File: config.mk
export PLATFORM = sky130hd
export DESIGN_NAME = humidity_sensor_two_wire_master
export DESIGN_NICKNAME = d
export VERILOG_FILES = /design/src/design/hss_pkg.sv /design/src/design/humidity_sensor_two_wire_master.sv /design/src/design/hss_cfg.sv /design/src/design/hss_seq.sv /design/src/design/hss_out_reg.sv
export SDC_FILE = /design/constraint.sdc
export NUM_CORES = 1
export LEC_CHECK = 0
export ABC_CLOCK_PERIOD_IN_PS = 7700
export BUFFER_PORTS_ARGS = -buffer_cell sky130_fd_sc_hd__buf_4
export CORE_MARGIN = 2
export CORE_UTILIZATION = 40
export CTS_CLUSTER_DIAMETER = 150
export DETAILED_ROUTE_END_ITERATION = 8
export PLACE_DENSITY_LB_ADDON = 0.3
export SLEW_MARGIN = 15
export SYNTH_ARGS = -nofsm -noshare
export SYNTH_HDL_FRONTEND = slang
export SYNTH_HIERARCHICAL = 1
export SYNTH_SLANG_ARGS = --single-unit
File: constraint.sdc
create_clock -name clk -period 7.7 [get_ports clk]
set_input_delay 1.54 -clock clk [delete_from_list [all_inputs] [get_ports clk]]
set_output_delay 1.54 -clock clk [all_outputs]
set_load 0.01 [all_outputs]
File: src/design/hss_pkg.sv
// Shared types and constants of the humidity sensor two-wire master.
package hss_pkg;

  typedef enum logic [4:0] {
    PH_IDLE      = 5'd0,
    PH_DONE      = 5'd1,
    PH_RST_SETUP = 5'd2,
    PH_RST_HI    = 5'd3,
    PH_RST_LO    = 5'd4,
    PH_ST0       = 5'd5,
    PH_ST1       = 5'd6,
    PH_ST2       = 5'd7,
    PH_ST3       = 5'd8,
    PH_ST4       = 5'd9,
    PH_ST5       = 5'd10,
    PH_ST6       = 5'd11,
    PH_WR_LO     = 5'd12,
    PH_WR_HI     = 5'd13,
    PH_WR_REL    = 5'd14,
    PH_WR_ACK    = 5'd15,
    PH_WR_END    = 5'd16,
    PH_WAIT      = 5'd17,
    PH_BUSY      = 5'd18,
    PH_RD_REL    = 5'd19,
    PH_RD_HI     = 5'd20,
    PH_RD_LO     = 5'd21,
    PH_AK_SET    = 5'd22,
    PH_AK_HI     = 5'd23,
    PH_AK_END    = 5'd24
  } phase_t;

  localparam logic [2:0] JOB_TEMP         = 3'd0;
  localparam logic [2:0] JOB_HUMI         = 3'd1;
  localparam logic [2:0] JOB_READ_STATUS  = 3'd2;
  localparam logic [2:0] JOB_WRITE_STATUS = 3'd3;
  localparam logic [2:0] JOB_SOFT_RESET   = 3'd4;
  localparam logic [2:0] JOB_LINK_RESET   = 3'd5;

  localparam logic [2:0] CFG_TEMP_CMD     = 3'd0;
  localparam logic [2:0] CFG_HUMI_CMD     = 3'd1;
  localparam logic [2:0] CFG_STAT_RD_CMD  = 3'd2;
  localparam logic [2:0] CFG_STAT_WR_CMD  = 3'd3;
  localparam logic [2:0] CFG_RESET_CMD    = 3'd4;
  localparam logic [2:0] CFG_WAIT_TICKS   = 3'd5;

  // start condition pin levels, bit k is step k
  localparam logic [6:0] START_CLK = 7'b0110110;
  localparam logic [6:0] START_DAT = 7'b1100011;

  localparam logic [3:0] BITS_PER_BYTE = 4'd8;

  typedef struct packed {
    logic [7:0]  temp_command;
    logic [7:0]  humi_command;
    logic [7:0]  status_read_command;
    logic [7:0]  status_write_command;
    logic [7:0]  reset_command;
    logic [15:0] wait_ticks;
  } cfg_t;

  typedef struct packed {
    phase_t      phase;
    logic [2:0]  job;
    logic [3:0]  bit_count;
    logic [1:0]  byte_count;
    logic [7:0]  shift_byte;
    logic [15:0] value_reg;
    logic [7:0]  check_reg;
    logic [15:0] wait_count;
    logic [1:0]  errors;
  } state_t;

  typedef struct packed {
    logic        clock_out;
    logic        data_out;
    logic        drive_enable;
    logic        busy_res;
    logic        done_res;
    logic [15:0] measured_value;
    logic [7:0]  checksum;
    logic [1:0]  error_count;
  } result_t;

endpackage

File: src/design/humidity_sensor_two_wire_master.sv
// Top level of the two-wire humidity sensor master.
// The result of an accepted tick is formed combinationally and registered in the output register.
// Throughput: one tick per cycle; the single output register refills as it drains.
// Input stalls only while the output register is full and the output is stalled.
// Reset (synchronous, active high): sequencer idle, counters and errors cleared,
// command registers and wait_ticks at their defaults, no result pending.
module humidity_sensor_two_wire_master #(
  parameter int unsigned RESET_CLOCKS = 9
) (
  input  logic        clk,
  input  logic        rst,
  input  logic        cfg_valid,
  output logic        cfg_ready,
  input  logic [2:0]  cfg_index,
  input  logic [15:0] cfg_data,
  input  logic        in_valid,
  output logic        in_stall,
  input  logic [2:0]  kind,
  input  logic        start_req,
  input  logic        data_in,
  input  logic [7:0]  write_value,
  output logic        out_valid,
  input  logic        out_stall,
  output logic        clock_out,
  output logic        data_out,
  output logic        drive_enable,
  output logic        busy_res,
  output logic        done_res,
  output logic [15:0] measured_value,
  output logic [7:0]  checksum,
  output logic [1:0]  error_count
);

  hss_pkg::cfg_t    cfg;
  hss_pkg::result_t result;
  hss_pkg::result_t held;
  logic             accept;

  assign in_stall = out_valid && out_stall;
  assign accept   = in_valid && !in_stall;

  hss_cfg u_cfg (
    .clk       (clk),
    .rst       (rst),
    .cfg_valid (cfg_valid),
    .cfg_ready (cfg_ready),
    .cfg_index (cfg_index),
    .cfg_data  (cfg_data),
    .cfg       (cfg)
  );

  hss_seq #(
    .RESET_CLOCKS (RESET_CLOCKS)
  ) u_seq (
    .clk         (clk),
    .rst         (rst),
    .advance     (accept),
    .kind        (kind),
    .start_req   (start_req),
    .data_in     (data_in),
    .write_value (write_value),
    .cfg         (cfg),
    .result      (result)
  );

  hss_out_reg u_out (
    .clk       (clk),
    .rst       (rst),
    .load      (accept),
    .result    (result),
    .out_valid (out_valid),
    .out_stall (out_stall),
    .held      (held)
  );

  assign clock_out      = held.clock_out;
  assign data_out       = held.data_out;
  assign drive_enable   = held.drive_enable;
  assign busy_res       = held.busy_res;
  assign done_res       = held.done_res;
  assign measured_value = held.measured_value;
  assign checksum       = held.checksum;
  assign error_count    = held.error_count;

endmodule

File: src/design/hss_cfg.sv
// Configuration registers: command bytes and busy-check wait.
module hss_cfg (
  input  logic              clk,
  input  logic              rst,
  input  logic              cfg_valid,
  output logic              cfg_ready,
  input  logic [2:0]        cfg_index,
  input  logic [15:0]       cfg_data,
  output hss_pkg::cfg_t     cfg
);

  assign cfg_ready = 1'b1;

  always_ff @(posedge clk) begin
    if (rst) begin
      cfg.temp_command         <= 8'd3;
      cfg.humi_command         <= 8'd5;
      cfg.status_read_command  <= 8'd7;
      cfg.status_write_command <= 8'd6;
      cfg.reset_command        <= 8'd30;
      cfg.wait_ticks           <= 16'd400;
    end else if (cfg_valid && cfg_ready) begin
      unique case (cfg_index)
        hss_pkg::CFG_TEMP_CMD:    cfg.temp_command         <= cfg_data[7:0];
        hss_pkg::CFG_HUMI_CMD:    cfg.humi_command         <= cfg_data[7:0];
        hss_pkg::CFG_STAT_RD_CMD: cfg.status_read_command  <= cfg_data[7:0];
        hss_pkg::CFG_STAT_WR_CMD: cfg.status_write_command <= cfg_data[7:0];
        hss_pkg::CFG_RESET_CMD:   cfg.reset_command        <= cfg_data[7:0];
        hss_pkg::CFG_WAIT_TICKS:  cfg.wait_ticks           <= cfg_data;
        default: ;
      endcase
    end
  end

endmodule

File: src/design/hss_seq.sv
// Job sequencer: state register and per-tick pin and status logic.
module hss_seq #(
  parameter int unsigned RESET_CLOCKS = 9
) (
  input  logic              clk,
  input  logic              rst,
  input  logic              advance,
  input  logic [2:0]        kind,
  input  logic              start_req,
  input  logic              data_in,
  input  logic [7:0]        write_value,
  input  hss_pkg::cfg_t     cfg,
  output hss_pkg::result_t  result
);

  hss_pkg::state_t st;
  hss_pkg::state_t st_next;

  logic       clk_lvl;
  logic       dat_lvl;
  logic       en_lvl;
  logic       busy_lvl;
  logic       done_lvl;
  logic [1:0] nbytes;
  logic       last_byte;
  logic [2:0] start_step;
  logic [3:0] bit_inc;
  logic [1:0] byte_inc;
  logic [15:0] wait_inc;
  logic [7:0] command;
  logic [1:0] err_inc;

  always_ff @(posedge clk) begin
    if (rst) begin
      st.phase      <= hss_pkg::PH_IDLE;
      st.job        <= '0;
      st.bit_count  <= '0;
      st.byte_count <= '0;
      st.shift_byte <= '0;
      st.value_reg  <= '0;
      st.check_reg  <= '0;
      st.wait_count <= '0;
      st.errors     <= '0;
    end else if (advance) begin
      st <= st_next;
    end
  end

  always_comb begin
    st_next  = st;
    clk_lvl  = 1'b0;
    dat_lvl  = 1'b1;
    en_lvl   = 1'b0;
    busy_lvl = 1'b1;
    done_lvl = 1'b0;

    if (st.phase == hss_pkg::PH_IDLE && start_req && kind <= hss_pkg::JOB_LINK_RESET) begin
      st_next.job        = kind;
      st_next.value_reg  = (kind == hss_pkg::JOB_WRITE_STATUS) ? {8'd0, write_value} : 16'd0;
      st_next.check_reg  = '0;
      st_next.errors     = '0;
      st_next.byte_count = '0;
      st_next.bit_count  = '0;
      st_next.wait_count = '0;
      st_next.phase      = (kind >= hss_pkg::JOB_SOFT_RESET) ? hss_pkg::PH_RST_SETUP
                                                              : hss_pkg::PH_ST0;
    end

    nbytes     = (st_next.job == hss_pkg::JOB_READ_STATUS) ? 2'd2 : 2'd3;
    last_byte  = ({1'b0, st_next.byte_count} + 3'd1) >= {1'b0, nbytes};
    start_step = 3'(st_next.phase - hss_pkg::PH_ST0);
    bit_inc    = st_next.bit_count + 4'd1;
    byte_inc   = st_next.byte_count + 2'd1;
    wait_inc   = st_next.wait_count + 16'd1;
    err_inc    = (st_next.errors != 2'd3) ? st_next.errors + 2'd1 : st_next.errors;

    case (st_next.job)
      hss_pkg::JOB_TEMP:         command = cfg.temp_command;
      hss_pkg::JOB_HUMI:         command = cfg.humi_command;
      hss_pkg::JOB_READ_STATUS:  command = cfg.status_read_command;
      hss_pkg::JOB_WRITE_STATUS: command = cfg.status_write_command;
      default:                   command = cfg.reset_command;
    endcase

    if (st_next.phase >= hss_pkg::PH_ST0 && st_next.phase <= hss_pkg::PH_ST6) begin
      clk_lvl = hss_pkg::START_CLK[start_step];
      dat_lvl = hss_pkg::START_DAT[start_step];
      en_lvl  = 1'b1;
      if (st_next.phase != hss_pkg::PH_ST6) begin
        st_next.phase = hss_pkg::phase_t'(st_next.phase + 5'd1);
      end else if (st_next.job == hss_pkg::JOB_LINK_RESET) begin
        st_next.phase = hss_pkg::PH_DONE;
      end else begin
        st_next.shift_byte = command;
        st_next.bit_count  = '0;
        st_next.phase      = hss_pkg::PH_WR_LO;
      end
    end else begin
      unique case (st_next.phase)
        hss_pkg::PH_IDLE: begin
          busy_lvl = 1'b0;
        end
        hss_pkg::PH_DONE: begin
          busy_lvl      = 1'b0;
          done_lvl      = 1'b1;
          st_next.phase = hss_pkg::PH_IDLE;
        end
        hss_pkg::PH_RST_SETUP: begin
          en_lvl            = 1'b1;
          st_next.bit_count = '0;
          st_next.phase     = hss_pkg::PH_RST_HI;
        end
        hss_pkg::PH_RST_HI: begin
          clk_lvl       = 1'b1;
          en_lvl        = 1'b1;
          st_next.phase = hss_pkg::PH_RST_LO;
        end
        hss_pkg::PH_RST_LO: begin
          en_lvl            = 1'b1;
          st_next.bit_count = bit_inc;
          st_next.phase     = (bit_inc >= 4'(RESET_CLOCKS)) ? hss_pkg::PH_ST0
                                                             : hss_pkg::PH_RST_HI;
        end
        hss_pkg::PH_WR_LO: begin
          dat_lvl       = st_next.shift_byte[7];
          en_lvl        = 1'b1;
          st_next.phase = hss_pkg::PH_WR_HI;
        end
        hss_pkg::PH_WR_HI: begin
          clk_lvl            = 1'b1;
          dat_lvl            = st_next.shift_byte[7];
          en_lvl             = 1'b1;
          st_next.shift_byte = {st_next.shift_byte[6:0], 1'b0};
          st_next.bit_count  = bit_inc;
          st_next.phase      = (bit_inc >= hss_pkg::BITS_PER_BYTE) ? hss_pkg::PH_WR_REL
                                                                   : hss_pkg::PH_WR_LO;
        end
        hss_pkg::PH_WR_REL: begin
          st_next.phase = hss_pkg::PH_WR_ACK;
        end
        hss_pkg::PH_WR_ACK: begin
          clk_lvl = 1'b1;
          if (data_in) begin
            st_next.errors = err_inc;
          end
          st_next.phase = hss_pkg::PH_WR_END;
        end
        hss_pkg::PH_WR_END: begin
          if (st_next.job <= hss_pkg::JOB_HUMI) begin
            st_next.wait_count = '0;
            st_next.phase      = (cfg.wait_ticks == 16'd0) ? hss_pkg::PH_BUSY
                                                           : hss_pkg::PH_WAIT;
          end else if (st_next.job == hss_pkg::JOB_READ_STATUS) begin
            st_next.byte_count = '0;
            st_next.phase      = hss_pkg::PH_RD_REL;
          end else if (st_next.job == hss_pkg::JOB_WRITE_STATUS &&
                       st_next.byte_count == 2'd0) begin
            st_next.byte_count = 2'd1;
            st_next.shift_byte = st_next.value_reg[7:0];
            st_next.bit_count  = '0;
            st_next.phase      = hss_pkg::PH_WR_LO;
          end else begin
            st_next.phase = hss_pkg::PH_DONE;
          end
        end
        hss_pkg::PH_WAIT: begin
          st_next.wait_count = wait_inc;
          if (wait_inc >= cfg.wait_ticks) begin
            st_next.phase = hss_pkg::PH_BUSY;
          end
        end
        hss_pkg::PH_BUSY: begin
          if (data_in) begin
            st_next.errors = err_inc;
          end
          st_next.byte_count = '0;
          st_next.phase      = hss_pkg::PH_RD_REL;
        end
        hss_pkg::PH_RD_REL: begin
          st_next.bit_count  = '0;
          st_next.shift_byte = '0;
          st_next.phase      = hss_pkg::PH_RD_HI;
        end
        hss_pkg::PH_RD_HI: begin
          clk_lvl            = 1'b1;
          st_next.shift_byte = {st_next.shift_byte[6:0], data_in};
          st_next.phase      = hss_pkg::PH_RD_LO;
        end
        hss_pkg::PH_RD_LO: begin
          st_next.bit_count = bit_inc;
          if (bit_inc >= hss_pkg::BITS_PER_BYTE) begin
            if (last_byte) begin
              st_next.check_reg = st_next.shift_byte;
            end else if (st_next.job == hss_pkg::JOB_READ_STATUS) begin
              st_next.value_reg = {8'd0, st_next.shift_byte};
            end else if (st_next.byte_count == 2'd0) begin
              st_next.value_reg = {st_next.shift_byte, st_next.value_reg[7:0]};
            end else begin
              st_next.value_reg = {st_next.value_reg[15:8], st_next.shift_byte};
            end
            st_next.phase = hss_pkg::PH_AK_SET;
          end else begin
            st_next.phase = hss_pkg::PH_RD_HI;
          end
        end
        hss_pkg::PH_AK_SET, hss_pkg::PH_AK_HI: begin
          dat_lvl       = last_byte;
          en_lvl        = 1'b1;
          clk_lvl       = (st_next.phase == hss_pkg::PH_AK_HI);
          st_next.phase = hss_pkg::phase_t'(st_next.phase + 5'd1);
        end
        hss_pkg::PH_AK_END: begin
          en_lvl             = 1'b1;
          st_next.byte_count = byte_inc;
          st_next.phase      = (byte_inc >= nbytes) ? hss_pkg::PH_DONE : hss_pkg::PH_RD_REL;
        end
        default: begin
          busy_lvl      = 1'b0;
          st_next.phase = hss_pkg::PH_IDLE;
        end
      endcase
    end

    result.clock_out      = clk_lvl;
    result.data_out       = dat_lvl;
    result.drive_enable   = en_lvl;
    result.busy_res       = busy_lvl;
    result.done_res       = done_lvl;
    result.measured_value = st_next.value_reg;
    result.checksum       = st_next.check_reg;
    result.error_count    = st_next.errors;
  end

endmodule

File: src/design/hss_out_reg.sv
// Result register between the sequencer and the output channel.
module hss_out_reg (
  input  logic              clk,
  input  logic              rst,
  input  logic              load,
  input  hss_pkg::result_t  result,
  output logic              out_valid,
  input  logic              out_stall,
  output hss_pkg::result_t  held
);

  always_ff @(posedge clk) begin
    if (rst) begin
      out_valid <= 1'b0;
    end else if (load) begin
      out_valid <= 1'b1;
    end else if (!out_stall) begin
      out_valid <= 1'b0;
    end
  end

  always_ff @(posedge clk) begin
    if (load) begin
      held <= result;
    end
  end

endmodule

==> results of run 1 <==
-- through the flow --
| step | util [%] | instance area [um^2] |
|---|---|---|
| after CTS | 45.0 | 10100 |
| final | 45.0 | 10100 |
| after global placement | 42.2 | 9480 |
| after global routing | 45.0 | 10100 |
| after detailed placement | 42.2 | 9480 |
| after floorplan | - | 9040 |
-- Yosys cell counts, drive strengths merged, types with 8 or more instances --
| library cell | count |
|---|---|
| dfxtp | 121 |
| nor2 | 90 |
| mux2i | 72 |
| nand2 | 72 |
| nand2b | 56 |
| buf | 55 |
| a21oi | 45 |
| clkbuf | 40 |
| inv | 34 |
| nand3 | 34 |
| o21ai | 34 |
| edfxtp | 31 |
| a22oi | 29 |
| ha | 28 |
| a22o | 25 |
| mux2 | 16 |
| a21o | 13 |
| and2 | 13 |
| nor3 | 13 |
| nor3b | 13 |
| nor2b | 11 |
| nand4 | 10 |
| xnor2 | 10 |
| a211oi | 9 |
| o211ai | 8 |
| o31ai | 8 |
-- worst paths after layout --
check	startpoint	endpoint	slack, ns
max reg2reg	u_seq/st[61]	u_seq/st[59]	2.97
min	u_cfg/cfg[21]	u_cfg/cfg[21]	0.48
min reg2reg	u_cfg/cfg[21]	u_cfg/cfg[21]	0.48
max	start_req	u_seq/st[59]	2.39
-- layer usage --
metal / wire (um) / up-vias / global-route usage [%]
li1: - / 3675 / -
met1: 11600 / 3656 / 28.5
met2: 11000 / 273 / 31.7
met3: 1270 / 40 / 3.42
met4: 527 / 0 / 7.54
met5: 0 / - / 0
-- logic make-up after synthesis --
logic type                 count (synthesis)
AOI/OAI and AO/OA                        235
buffers and inverters                    130
DFF                                      152
and+or+nand+nor                          359
other                                      1
adders and majority gates                 28
xor gates and xnor gates                  17
muxes                                     88
-- critical path, cell delays in order --
cell and delay (ns):
buf_4 0.12, nor3b_1 0.17, nand3_1 0.12, buf_4 0.38, and2_1 0.24, ha_1 0.22
nand3_1 0.12, nor4b_1 0.74, nand3_1 0.23, xor2_1 0.17, nor2_1 0.06, ha_1 0.33
a21oi_1 0.15, nand2_1 0.06, a2111oi_0 0.57, a21oi_1 0.15, o211ai_1 0.18, o21ba_2 0.14
-- layout by cell type, fill, tap and decap left out, types with 7 or more instances in the layout --
cell type  Yosys  final
dfxtp_1      121    121
nor2_1        89     89
buf_4         34     77
mux2i_1       72     72
nand2_1       72     72
nand2b_1      56     56
a21oi_1       45     45
nand3_1       34     34
inv_1         34     34
edfxtp_1      31     31
o21ai_0       31     31
a22oi_1       29     29
ha_1          28     28
a22o_1        25     25
clkbuf_16      0     17
mux2_2        15     15
nor3_1        13     13
a21o_1        13     13
and2_1        12     12
nor3b_1       12     12
nor2b_1       11     11
xnor2_1       10     10
nand4_1       10     10
a211oi_1       8      8
o211ai_1       8      8
inv_6          0      7
nor4_1         7      7
a31oi_1        7      7
xor2_1         7      7
o31ai_1        7      7
a222oi_1       7      7
a221o_1        7      7
-- layout make-up --
class,instances,area share (%)
clock buffer,18,4.35
clock inverter,14,1.78
inverter,35,1.30
multi-input combinational,728,50.1
sequential,152,33.2
tap,285,3.53
timing repair buffer,77,5.72
-- power by group through the flow --
stage	registers (mW)	clock network, mW	logic [mW]
final	0.865	0.868	0.479
after global routing	0.868	0.923	0.518
after detailed placement	0.883	0	0.469
after global placement	0.883	0	0.467
after CTS	0.865	0.886	0.470
after floorplan	0.879	0	0.351
-- sequential cells by signal (all words and copies together) (netlist names) --
register         count
u_cfg/cfg           56
u_seq/st            64
u_out/out_valid      1
u_out/held          31
==> impl.org, run 1 <==
** Floorplan
- In this run the horizontal extent of the chip is 154 um.
- The floorplan step defined a die boundary enclosing between 0.02 and 0.025 mm^2.
- Number of top-level pins :: between 70 and 80
- The die is around 150 um tall.
- Effective utilization at floorplan :: between 40% and 50%
- The region available for standard cell placement spans ~0.022 mm^2.
- In this run the core area contains 55 standard-cell rows.

** Placed design
- The congestion estimate from routability-driven global placement came to 0.915.
- Summed over all nets, the half-perimeter wirelength after detailed placement is about 17000 um.
- Post-Place Worst Slack :: around 2.0 ns
- Including well taps, the total number of placed cells is 1277.
- The count of buffers added on input and output ports is between 60 and 70.

** Setup path
- Endpoint type of the worst setup path :: register
- WS Path Type :: input pin to register
- Along the worst path, the maximum fanout reaches 34.
- The worst setup path is launched from an input pin.
- Required @ worst endpoint :: slightly above 8 ns
- Worst Path Arrival :: 5.69 ns
- The worst register-to-register path has a depth of 18.

** Clock tree
- TritonCTS clock tree :: done
- Post-CTS Repair Setup Buffers :: 0
- In this run, CTS created clock tree buffers numbering 17.
- In this run the deepest clock path goes through 2 buffers.
- H-Tree Depth :: 4
- Clock input transition at the sequential cells of the worst setup and hold paths :: 0.07 ns
- Number of buffers inserted by hold repair at cts :: 0
- Cell at the root of the clock tree :: clkbuf_16
- Post_cts resized :: 0
- Clock latency on the worst-skew pair :: roughly 0.44 ns
- The tree built by TritonCTS fans out to 152 sinks.

** Pwr
- Seq pwr share :: approximately 39%
- Leakage power :: around 4.1 nW
- Switching part of the total :: 31.6%
- Clock network power share :: approximately 40%
- Combinational cells account for a little over a fifth of the total power.
- Worst-case vdd ir drop :: about 0.15 mV
- Internal Pwr Total :: 1.51 mW
- Post-layout power :: approximately 2.2 mW
- Summed over all nets, the switching power comes to around 0.7 mW.
- Power density normalized to cell area :: around 220 mW/mm^2

** Global route
- Gr usage total :: between 20% and 30%
- Number of antenna violations at the first check in global routing :: 0
- The via count of the first global-routing pass came to approximately 7.1k.
- For this run the aggregate overflow at the end of global routing stands at 0.
- The first global-routing pass estimated roughly 38000 um of wire.
- Entering global routing, the biggest net connects 90 pins.

** Synthesis
- Post-synth top area cell :: dfxtp_1
- Post-Synth Simple-Gate Area :: 21.1%
- The most used flip-flop cell after synthesis is dfxtp_1.
- Fraction of registers with async set/reset :: 0%
- The cell area that synthesis handed to floorplanning was roughly 0.009 mm^2.
- Summing the areas of all compound-gate instances in the mapped netlist gives 19.0% of the synthesized area.
- The synthesized netlist devotes 1.65% of its cell area to XOR and XNOR gates.
- EDFF count, synth :: 31
- After Yosys synthesis, full adders, half adders and majority gates account for under 10% of the synthesized area.
- Sequential cells were found to cover 37.1% of the synthesized design area.
- In the synthesized netlist, mux cells make up around a tenth of the area.
- Number of instances in the synthesized netlist :: 1010
- Distinct cells, synth :: 80
- Dominant combinational cell family by area after synthesis :: simple AND/OR/NAND/NOR gates
- Number of warnings printed during yosys synthesis :: 6
- Mapped Nets :: 1075
- Average cell area after synthesis :: between 8 and 9 um^2
- Share of the synthesized area in the top cell type :: between 20% and 30%
- Register bit total from synthesis :: 152
- Synth area leaders :: dfxtp_1 (27%), edfxtp_1 (10%), mux2i_1 (8.0%)

** STA
- Fraction of the cycle the final worst path needs :: around 69%
- Maximum operating frequency :: approximately 190 MHz
- Post-Route Setup TNS :: 0 ns
- # setup viols final :: 0
- The final hold violation count is 0.
- On the final layout, the worst hold slack is approximately 0.48 ns.
- Final Skew :: approximately 0.012 ns
- Setup repair after global routing missed its margin :: no
- At the pin with the least slew margin, the transition time is 1.08 ns.
- Headroom to the max-slew limit came out at between 20 and 30%.
- Once routing completed, OpenROAD measured the worst setup slack at around 2.4 ns.
- Minimum clock period :: roughly 5.3 ns
- Number of pins with negative max-slew slack in the final report :: 0

** Final layout
- The post-route netlist has 14.0% of its cells at a drive strength greater than 1.
- Layout net count :: 1076
- The filler cells instantiated in the layout total 2166.
- Number of diodes :: 0
- Summing all flip-flop and latch instances after layout gives about 0.0034 mm^2.
- In the final layout, the multi-input gates occupy roughly 0.0051 mm^2.
- Relative area change from synthesis to final layout :: 11.7%
- Count of non-filler cells in the finished layout :: ~1.3k

** Job
- The tool flagged a number of max-cap violations equal to 0.

** Routing
- Final wirelength :: ~24000 um
- First-pass iteration count of the detailed router :: 5
- The detailed router finished its first iteration with slightly below 700 violations.
- Routed via count divided by cell count :: between 5 and 6
- For this run, design rule violations remaining after detail routing come to 0.
- After detailed routing, the average wire length per cell comes to ~19 um.
- ANT nets after route :: 0
- The routed layout has approximately 7.6k vias.

** Min path
- Tightest Hold Check Type :: register to register
- Hold path cells :: 2

** Outcome
- The flow ran to the end, and the final reports show no timing, DRC or antenna violations.
Note: power is estimated with default switching activity, not from simulation.
==> inputs of run 2 (changes only) <==
--- a/config.mk
+++ b/config.mk
@@ -5,7 +5,7 @@
 export SDC_FILE = /design/constraint.sdc
 export NUM_CORES = 1
 export LEC_CHECK = 0
-export ABC_CLOCK_PERIOD_IN_PS = 7700
+export ABC_CLOCK_PERIOD_IN_PS = 5500
 export BUFFER_PORTS_ARGS = -buffer_cell sky130_fd_sc_hd__buf_4
 export CORE_MARGIN = 2
 export CORE_UTILIZATION = 40
==> constraint.sdc (replaced) <==
create_clock -name clk -period 5.5 [get_ports clk]
set_input_delay 1.1 -clock clk [delete_from_list [all_inputs] [get_ports clk]]
set_output_delay 1.1 -clock clk [all_outputs]
set_load 0.01 [all_outputs]
==> impl.org, run 2 (synthesized netlist as in run 1, its figures left out) <==
** Outcome
- The run finished with clean final reports.

** STA
- Static timing analysis puts the maximum clock frequency at around 230 MHz.
- Setup repair after global routing missed its margin :: no
- In the finished design, the share of the clock period the worst path needs comes to around four fifths.
- Worst slew margin relative to its limit :: 35.1% (+6.9 points)
- # setup viols final :: 0 (unchanged)
- The final total negative setup slack is 0 ns (unchanged).
- Number of pins with negative max-slew slack in the final report :: 0 (unchanged)
- Minimum clock period :: 4.32 ns
- Endpoints failing hold :: 0 (unchanged)
- The slew at the pin closest to its max-slew limit was 0.965 ns (-0.112 ns).
- The final hold slack was 0.478 ns (+0.00191 ns).
- Final Skew :: 0.0108 ns (-0.00131 ns)

** Final layout
- Largest registers :: u_seq/st x64, u_cfg/cfg x56, u_out/held x31
- Most common library cell in the layout ignoring fill and taps :: dfxtp_1
- Post-Route Utilization :: 45.2% (+0.20 points)
- The final instance area came to 0.0101 mm^2 (+0.43%).
- The number of flip-flops in the largest register was 64 (unchanged).
- Top library cells by usage in the layout, fill and taps aside :: dfxtp_1 (121), nor2_1 (89), buf_4 (86), mux2i_1 (72), nand2_1 (72)
- The number of antenna repair diodes came to 0 (unchanged).
- Relative area change from synthesis to final layout :: 12.1%
- Fraction of final layout cells with drive strength greater than 1 :: 14.7% (+0.75 points)
- u_seq/st holds more flip-flops than any other register.
- Layout net count :: 1085 (+0.84%)

** Floorplan
- The x dimension of the die was 154 um (unchanged).
- The placeable core region was 0.0224 mm^2 (unchanged).
- The overall die area was 0.0238 mm^2 (unchanged).
- The height of the chip is 154 um (unchanged).
- The total I/O pin count came to 71 (unchanged).
- The initial standard-cell utilization of the core came to 40.3% (unchanged).
- Cell Rows :: 55 (unchanged)

** Clock tree
- Clock tree synthesis selected as its root buffer the cell clkbuf_16.
- The CTS clock-pin slew for the worst setup and hold paths is 0.07 ns (about the same).
- The number of clock sinks came to 152 (unchanged).
- Post-CTS Repair Setup Buffers :: 0 (unchanged)
- TritonCTS clock tree :: done
- H-Tree Depth :: 4 (unchanged)
- The number of buffers on the longest clock path came to 2 (unchanged).
- The CTS buffer count was 17 (unchanged).
- Post_cts resized :: 0 (unchanged)
- The quantity of hold-fixing buffers added after cts came to 0 (unchanged).
- Clock latency on the worst-skew pair :: 0.43 ns (about the same)

** Min path
- The path class of the tightest hold or removal check is register to register.

** Routing
- First-pass iteration count of the detailed router :: 5 (unchanged)
- Final wirelength :: 24900 um (+2.4%)
- DR vias :: 7682 (+0.50%)
- The routed length per placed instance is 18.9 um (+1.7%).
- First DRT Iteration DRCs :: 807 (+18%)
- The remaining design rule violation count is 0 (unchanged).
- Routed via count divided by cell count :: 5.83 (-0.19%)
- The remaining antenna violation count came to 0 (unchanged).

** Pwr
- The cell area power density came to 307 mW/mm^2 (+40%).
- The cell leakage power came to 4.12 nW (+0.91%).
- The largest voltage drop on the vdd net came to 0.214 mV (+39%).

** Setup path
- Maximum single-stage delay on the critical path :: 0.45 ns (-0.29 ns)
- STA classifies the critical path startpoint as an input pin.
- Cells along the critical path :: buf_4, nor3b_1, nand3_1, and2_1, ha_1, nand3_1, nor4b_1, buf_4, nand3_1, xor2_1, nor2_1, ha_1, a21oi_1, nand2_1, a2111oi_0, buf_4, nand3_1, a21oi_1, a21oi_1
- Among cell families on the critical path, the largest total delay comes from simple AND/OR/NAND/NOR gates.
- The critical path in this run is classified as input pin to register.
- The slack of the worst reg-to-reg path is 1.21 ns (-1.76 ns).
- The number of logic stages on the critical path including buffering was 19 (+1).
- Origin of the critical flop-to-flop path :: u_seq/st[61]
- Required @ worst endpoint :: 5.82 ns (-2.27 ns)
- The most critical setup path has its endpoint at u_seq/st[60].
- The critical-path maximum fanout was 5 (-85%).
- Critical path's slowest cell :: nor3b_1
- Buffers and inverters on the worst path :: 3 (+1)
- Endpoint type of the worst setup path :: register
- Reg2reg path depth :: 18 (unchanged)
- R2R Path End :: u_seq/st[60]
- Cell repeated most along the worst path :: nand3_1
- Beginning of the critical path :: start_req
- Worst Path Arrival :: 4.64 ns (-1.05 ns)

** Global route
- Maximum number of pins on one net before global-route repair :: 64 (-29%)
- Vias in the first global route :: 7097 (+0.042%)
- Gr usage total :: 20.8% (+0.46 points)
- The sum of overflow across all layers after global routing came to 0 (unchanged).
- Number of antenna violations at the first check in global routing :: 0 (unchanged)
- First-pass GRT wire length :: 39400 um (+2.4%)

** Placed design
- The count of input and output buffers came to 69 (unchanged).
- The half-perimeter wire length of the detailed placement result came to 17300 um (+4.3%).
- DP Area :: 0.00954 mm^2 (+0.62%)
- Gp weighted congestion :: 0.928 (+1.3%)

** Job
- The max capacitance violation total came to 0 (unchanged).
run 2: worst min path at each step:
stage                              from  slack [ns]  cells past startpoint             to
final                     u_cfg/cfg[39]        0.48                      2  u_cfg/cfg[39]
after global routing       u_seq/st[41]        0.49                      1   u_seq/st[41]
after CTS                 u_cfg/cfg[23]        0.48                      2  u_cfg/cfg[23]
after detailed placement  u_cfg/cfg[36]        0.46                      2  u_cfg/cfg[36]
after global placement    u_cfg/cfg[38]        0.46                      2  u_cfg/cfg[38]
after floorplan           u_cfg/cfg[39]        0.45                      2  u_cfg/cfg[39]
run 2: worst reg2reg max path, stage by stage (launching register included):
cell and delay, ns:
dfxtp_1 0.49, nor3_1 0.65, nand3_1 0.33, and2_1 0.29, ha_1 0.23, nand3_1 0.12
nor4b_1 0.06, buf_4 0.16, nand3_1 0.11, xor2_1 0.16, nor2_1 0.06, ha_1 0.31
a21oi_1 0.15, nand2_1 0.06, a2111oi_0 0.43, buf_4 0.21, nand3_1 0.08, a21oi_1 0.18
a21oi_1 0.08
run 2: final cells by class:
class | instances | area [um^2]
clock buffer | 17 | 425
tap | 285 | 357
inverter | 35 | 131
timing repair buffer | 86 | 646
multi-input combinational | 728 | 5050
clock inverter | 15 | 179
fill | 2191 | 12300
sequential | 152 | 3350
run 2: metrics by stage:
| stage | setup slack [ns] | power (mW) | instances |
|---|---|---|---|
| final | 1.18 | 3.11 | 1318 |
| after global routing | 0.627 | 3.23 | 1318 |
| after CTS | 1.23 | 3.12 | 1318 |
| after detailed placement | 0.781 | 1.90 | 1286 |
| after global placement | 0.884 | 1.89 | 1286 |
| after floorplan | 0.439 | 1.72 | 1010 |
run 2: layer usage:
layer,track usage [%],vias to the layer above,share of wire [%]
met5,0,-,0
met4,6.31,0,1.8
met3,3.36,34,6.1
met2,33.6,286,46
met1,28.8,3664,46
li1,-,3698,-
run 2: power breakdown:
group / internal [mW] / total [mW] / leakage, nW / switching [mW]
Clock: 0.689 / 1.22 / 0.297 / 0.530
Sequential: 1.18 / 1.22 / 1.29 / 0.0404
Combinational: 0.241 / 0.670 / 2.53 / 0.429
==> inputs of run 3 (changes only) <==
--- a/config.mk
+++ b/config.mk
@@ -5,7 +5,7 @@
 export SDC_FILE = /design/constraint.sdc
 export NUM_CORES = 1
 export LEC_CHECK = 0
-export ABC_CLOCK_PERIOD_IN_PS = 5500
+export ABC_CLOCK_PERIOD_IN_PS = 3600
 export BUFFER_PORTS_ARGS = -buffer_cell sky130_fd_sc_hd__buf_4
 export CORE_MARGIN = 2
 export CORE_UTILIZATION = 40
==> constraint.sdc (replaced) <==
create_clock -name clk -period 3.6 [get_ports clk]
set_input_delay 0.72 -clock clk [delete_from_list [all_inputs] [get_ports clk]]
set_output_delay 0.72 -clock clk [all_outputs]
set_load 0.01 [all_outputs]
==> impl.org, run 3 (synthesized netlist as in run 1, its figures left out) <==
** Final layout
- Post-Route Utilization :: 47.8% (+2.6 points)
- Largest Register :: u_seq/st
- From synthesis to final layout, the design area changed by 18.5%.
- The library cell used most frequently in the layout, excluding fill and tap cells, is buf_4.
- The count of filler cells inserted in the layout is 2189 (-0.091%).
- The top cell types in the final layout, fill and taps aside, are buf_4 (149), dfxtp_1 (121), nor2_1 (89), mux2i_1 (72), nand2_1 (71).
- The total number of nets in the final design came to 1150 (+6.0%).
- The final instance area is 0.0107 mm^2 (+5.7%).
- The number of flip-flops in the largest register is 64 (unchanged).
- The largest registers in the layout are u_seq/st x64, u_cfg/cfg x56, u_out/held x31.
- Number of diodes :: 0 (unchanged)
- Fraction of final layout cells with drive strength greater than 1 :: 20.5% (+5.8 points)
- The number of standard cells in the final layout excluding fillers was 1383 (+4.9%).

** Global route
- Met1 usage :: 29.2% (+0.45 points)
- The sum of overflow across all layers after global routing is 0 (unchanged).
- Vias in the first global route :: 7454 (+5.0%)
- The number of antenna violations at the first check in global routing was 0 (unchanged).
- The aggregate global-route resource usage came to 21.2% (+0.36 points).
- The pin count of the biggest net entering global routing is 56 (-13%).
- The wire length of the first global-routing pass came to 40300 um (+2.3%).
- In this run the most used layer during global routing was met2.
- The met3 track utilization from global routing is 3.67% (+0.31 points).
- The met2 track utilization from global routing came to 33.6% (unchanged).

** Setup path
- Cell family with the largest share of critical-path delay :: compound AO/OA/AOI/OAI gates
- Endpoint type of the worst setup path :: register
- The critical path goes through nor4bb_1, a21oi_1, inv_1, ha_1, o21ai_0, o32a_1, o31ai_1, nor4_1, buf_4, a21oi_1.
- Nature of the critical path startpoint :: register
- Cell repeated most along the worst path :: a21oi_1
- On the critical path, the stage with the largest delay is an instance of nor4_1.
- Reg2reg path depth :: 10 (-8)
- The arrival time at the worst endpoint is 3.71 ns (-0.93 ns).
- The count of buffering cells on the critical path with inverters included was 2 (-1).
- The critical path in this run is classified as register to register.
- The maximum single-stage delay on the critical path was 0.48 ns (+0.03 ns).
- Setup slack on the worst flop-to-flop path :: 0.19 ns (-1.02 ns)
- The required arrival time at the worst endpoint was 3.90 ns (-1.92 ns).
- The critical-path maximum fanout is 8 (+3).
- The endpoint identified for the worst register-to-register timing path is u_seq/st[60].
- Origin of the critical flop-to-flop path :: u_seq/st[59]

** Clock tree
- The post-CTS repair timing setup buffer count is 0 (unchanged).
- Clock input transition at the sequential cells of the worst setup and hold paths :: 0.07 ns (about the same)
- The CTS H-tree depth came to 4 (unchanged).
- The CTS buffer count came to 17 (unchanged).
- TritonCTS clock tree :: done
- The later-pin clock latency in the skew report was 0.43 ns (about the same).
- Number of sinks on the clock net :: 152 (unchanged)
- The root buffer cell chosen for the clock tree is clkbuf_16.
- The post-cts resize count came to 0 (unchanged).
- Max clock buf depth :: 2 (unchanged)
- The quantity of hold-fixing buffers added after cts came to 0 (unchanged).

** STA
- Transition at the pin with the smallest max-transition slack :: 0.840 ns (-0.125 ns)
- Number of pins with negative max-slew slack in the final report :: 0 (unchanged)
- The normalized max-slew margin is 43.8% (+8.7 points).
- Minimum clock period :: ~3.4 ns
- Endpoints failing hold :: 0 (unchanged)
- Static timing analysis puts the maximum clock frequency at about 300 MHz.
- The number of setup violations in the final report is 0 (unchanged).
- Final Skew :: 0.0122 ns (+0.00137 ns)
- Of the available clock period, the critical path in the final layout requires 94.7%.
- The final hold slack came to 0.477 ns (-0.00117 ns).
- Setup repair after global routing missed its margin :: no

** Placed design
- Cells after DPL :: 1351 (+5.1%)
- Buffers added on ports :: 69 (unchanged)
- The placed instance area is 0.0101 mm^2 (+6.3%).
- Post-detailed-placement half-perimeter wirelength :: 18200 um (+5.1%)
- The routability congestion estimate from global placement is 0.911 (-1.8%).

** Min path
- Hold path cells :: 2 (unchanged)
- Tightest Hold Check Type :: register to register
- For hold timing, the worst endpoint is u_cfg/cfg[38].
- Startpoint of the most critical hold path :: u_cfg/cfg[38]

** Pwr
- The cell leakage power is 4.44 nW (+7.9%).
- Power density normalized to cell area :: 452 mW/mm^2 (+48%)
- The total chip power came to 4.85 mW (+56%).
- Worst-case vdd ir drop :: 0.325 mV (+52%)

** Floorplan
- Vertical die dimension :: 154 um (unchanged)
- Cell Rows :: 55 (unchanged)
- Die boundary width :: 154 um (unchanged)
- The total I/O pin count was 71 (unchanged).
- The initial standard-cell utilization of the core was 40.3% (unchanged).
- The placeable core region was 0.0224 mm^2 (unchanged).
- Overall die area :: 0.0238 mm^2 (unchanged)

** Outcome
- Result of the run :: completed

** Routing
- The routed length per placed instance was 18.4 um (-3.0%).
- The total wire length is 25400 um (+1.8%).
- The violation count after the first detailed-route iteration came to 730 (-9.5%).
- The via count is 7902 (+2.9%).
- First-pass iteration count of the detailed router :: 6 (+1)
- DRC Markers :: 0 (unchanged)
- ANT nets after route :: 0 (unchanged)
- The number of vias per cell was 5.71 (-2.0%).

** Job
- The max capacitance violation total was 0 (unchanged).
run 3: power by group:
part / leakage, nW / internal [mW] / switching (mW) / total [mW]
logic: 2.88 / 0.525 / 0.730 / 1.25
clock network: 0.278 / 0.966 / 0.783 / 1.75
registers: 1.29 / 1.80 / 0.0398 / 1.84
run 3: worst max path at each step:
stage / startpoint / end / cells after the start
detailed placement: kind[2] / u_seq/st[60] / 11
CTS: u_seq/st[61] / u_seq/st[60] / 12
floorplan: kind[2] / u_seq/st[59] / 19
global route: u_seq/st[6] / u_seq/st[59] / 14
global placement: kind[2] / u_seq/st[60] / 11
finish: u_seq/st[59] / u_seq/st[60] / 10
run 3: final cells by class:
class	instances	area (um^2)	area share [%]
clock buffer	17	425	3.97
clock inverter	15	141	1.32
inverter	35	131	1.23
multi-input combinational	728	5150	48.0
sequential	152	3350	31.3
tap	285	357	3.33
timing repair buffer	151	1160	10.8
run 3: per-stage QoR:
stage / TNS (ns) / setup WS (ns)
global route: 0 / 0.0598
floorplan: -0.0583 / -0.0317
global placement: -0.316 / -0.166
finish: 0 / 0.191
detailed placement: -0.223 / -0.179
CTS: 0 / 0.206
run 3: layer usage:
layer  wire length [um]  vias up
met5                  0        -
met4                571        0
met3               1450       43
met2              11400      262
met1              12000     3774
li1                   -     3823
run 3: tightest hold or removal path: stages, from the launching register on:
cell,delay [ns]
dfxtp_1,0.31
nand2b_1,0.06
mux2i_1,0.06
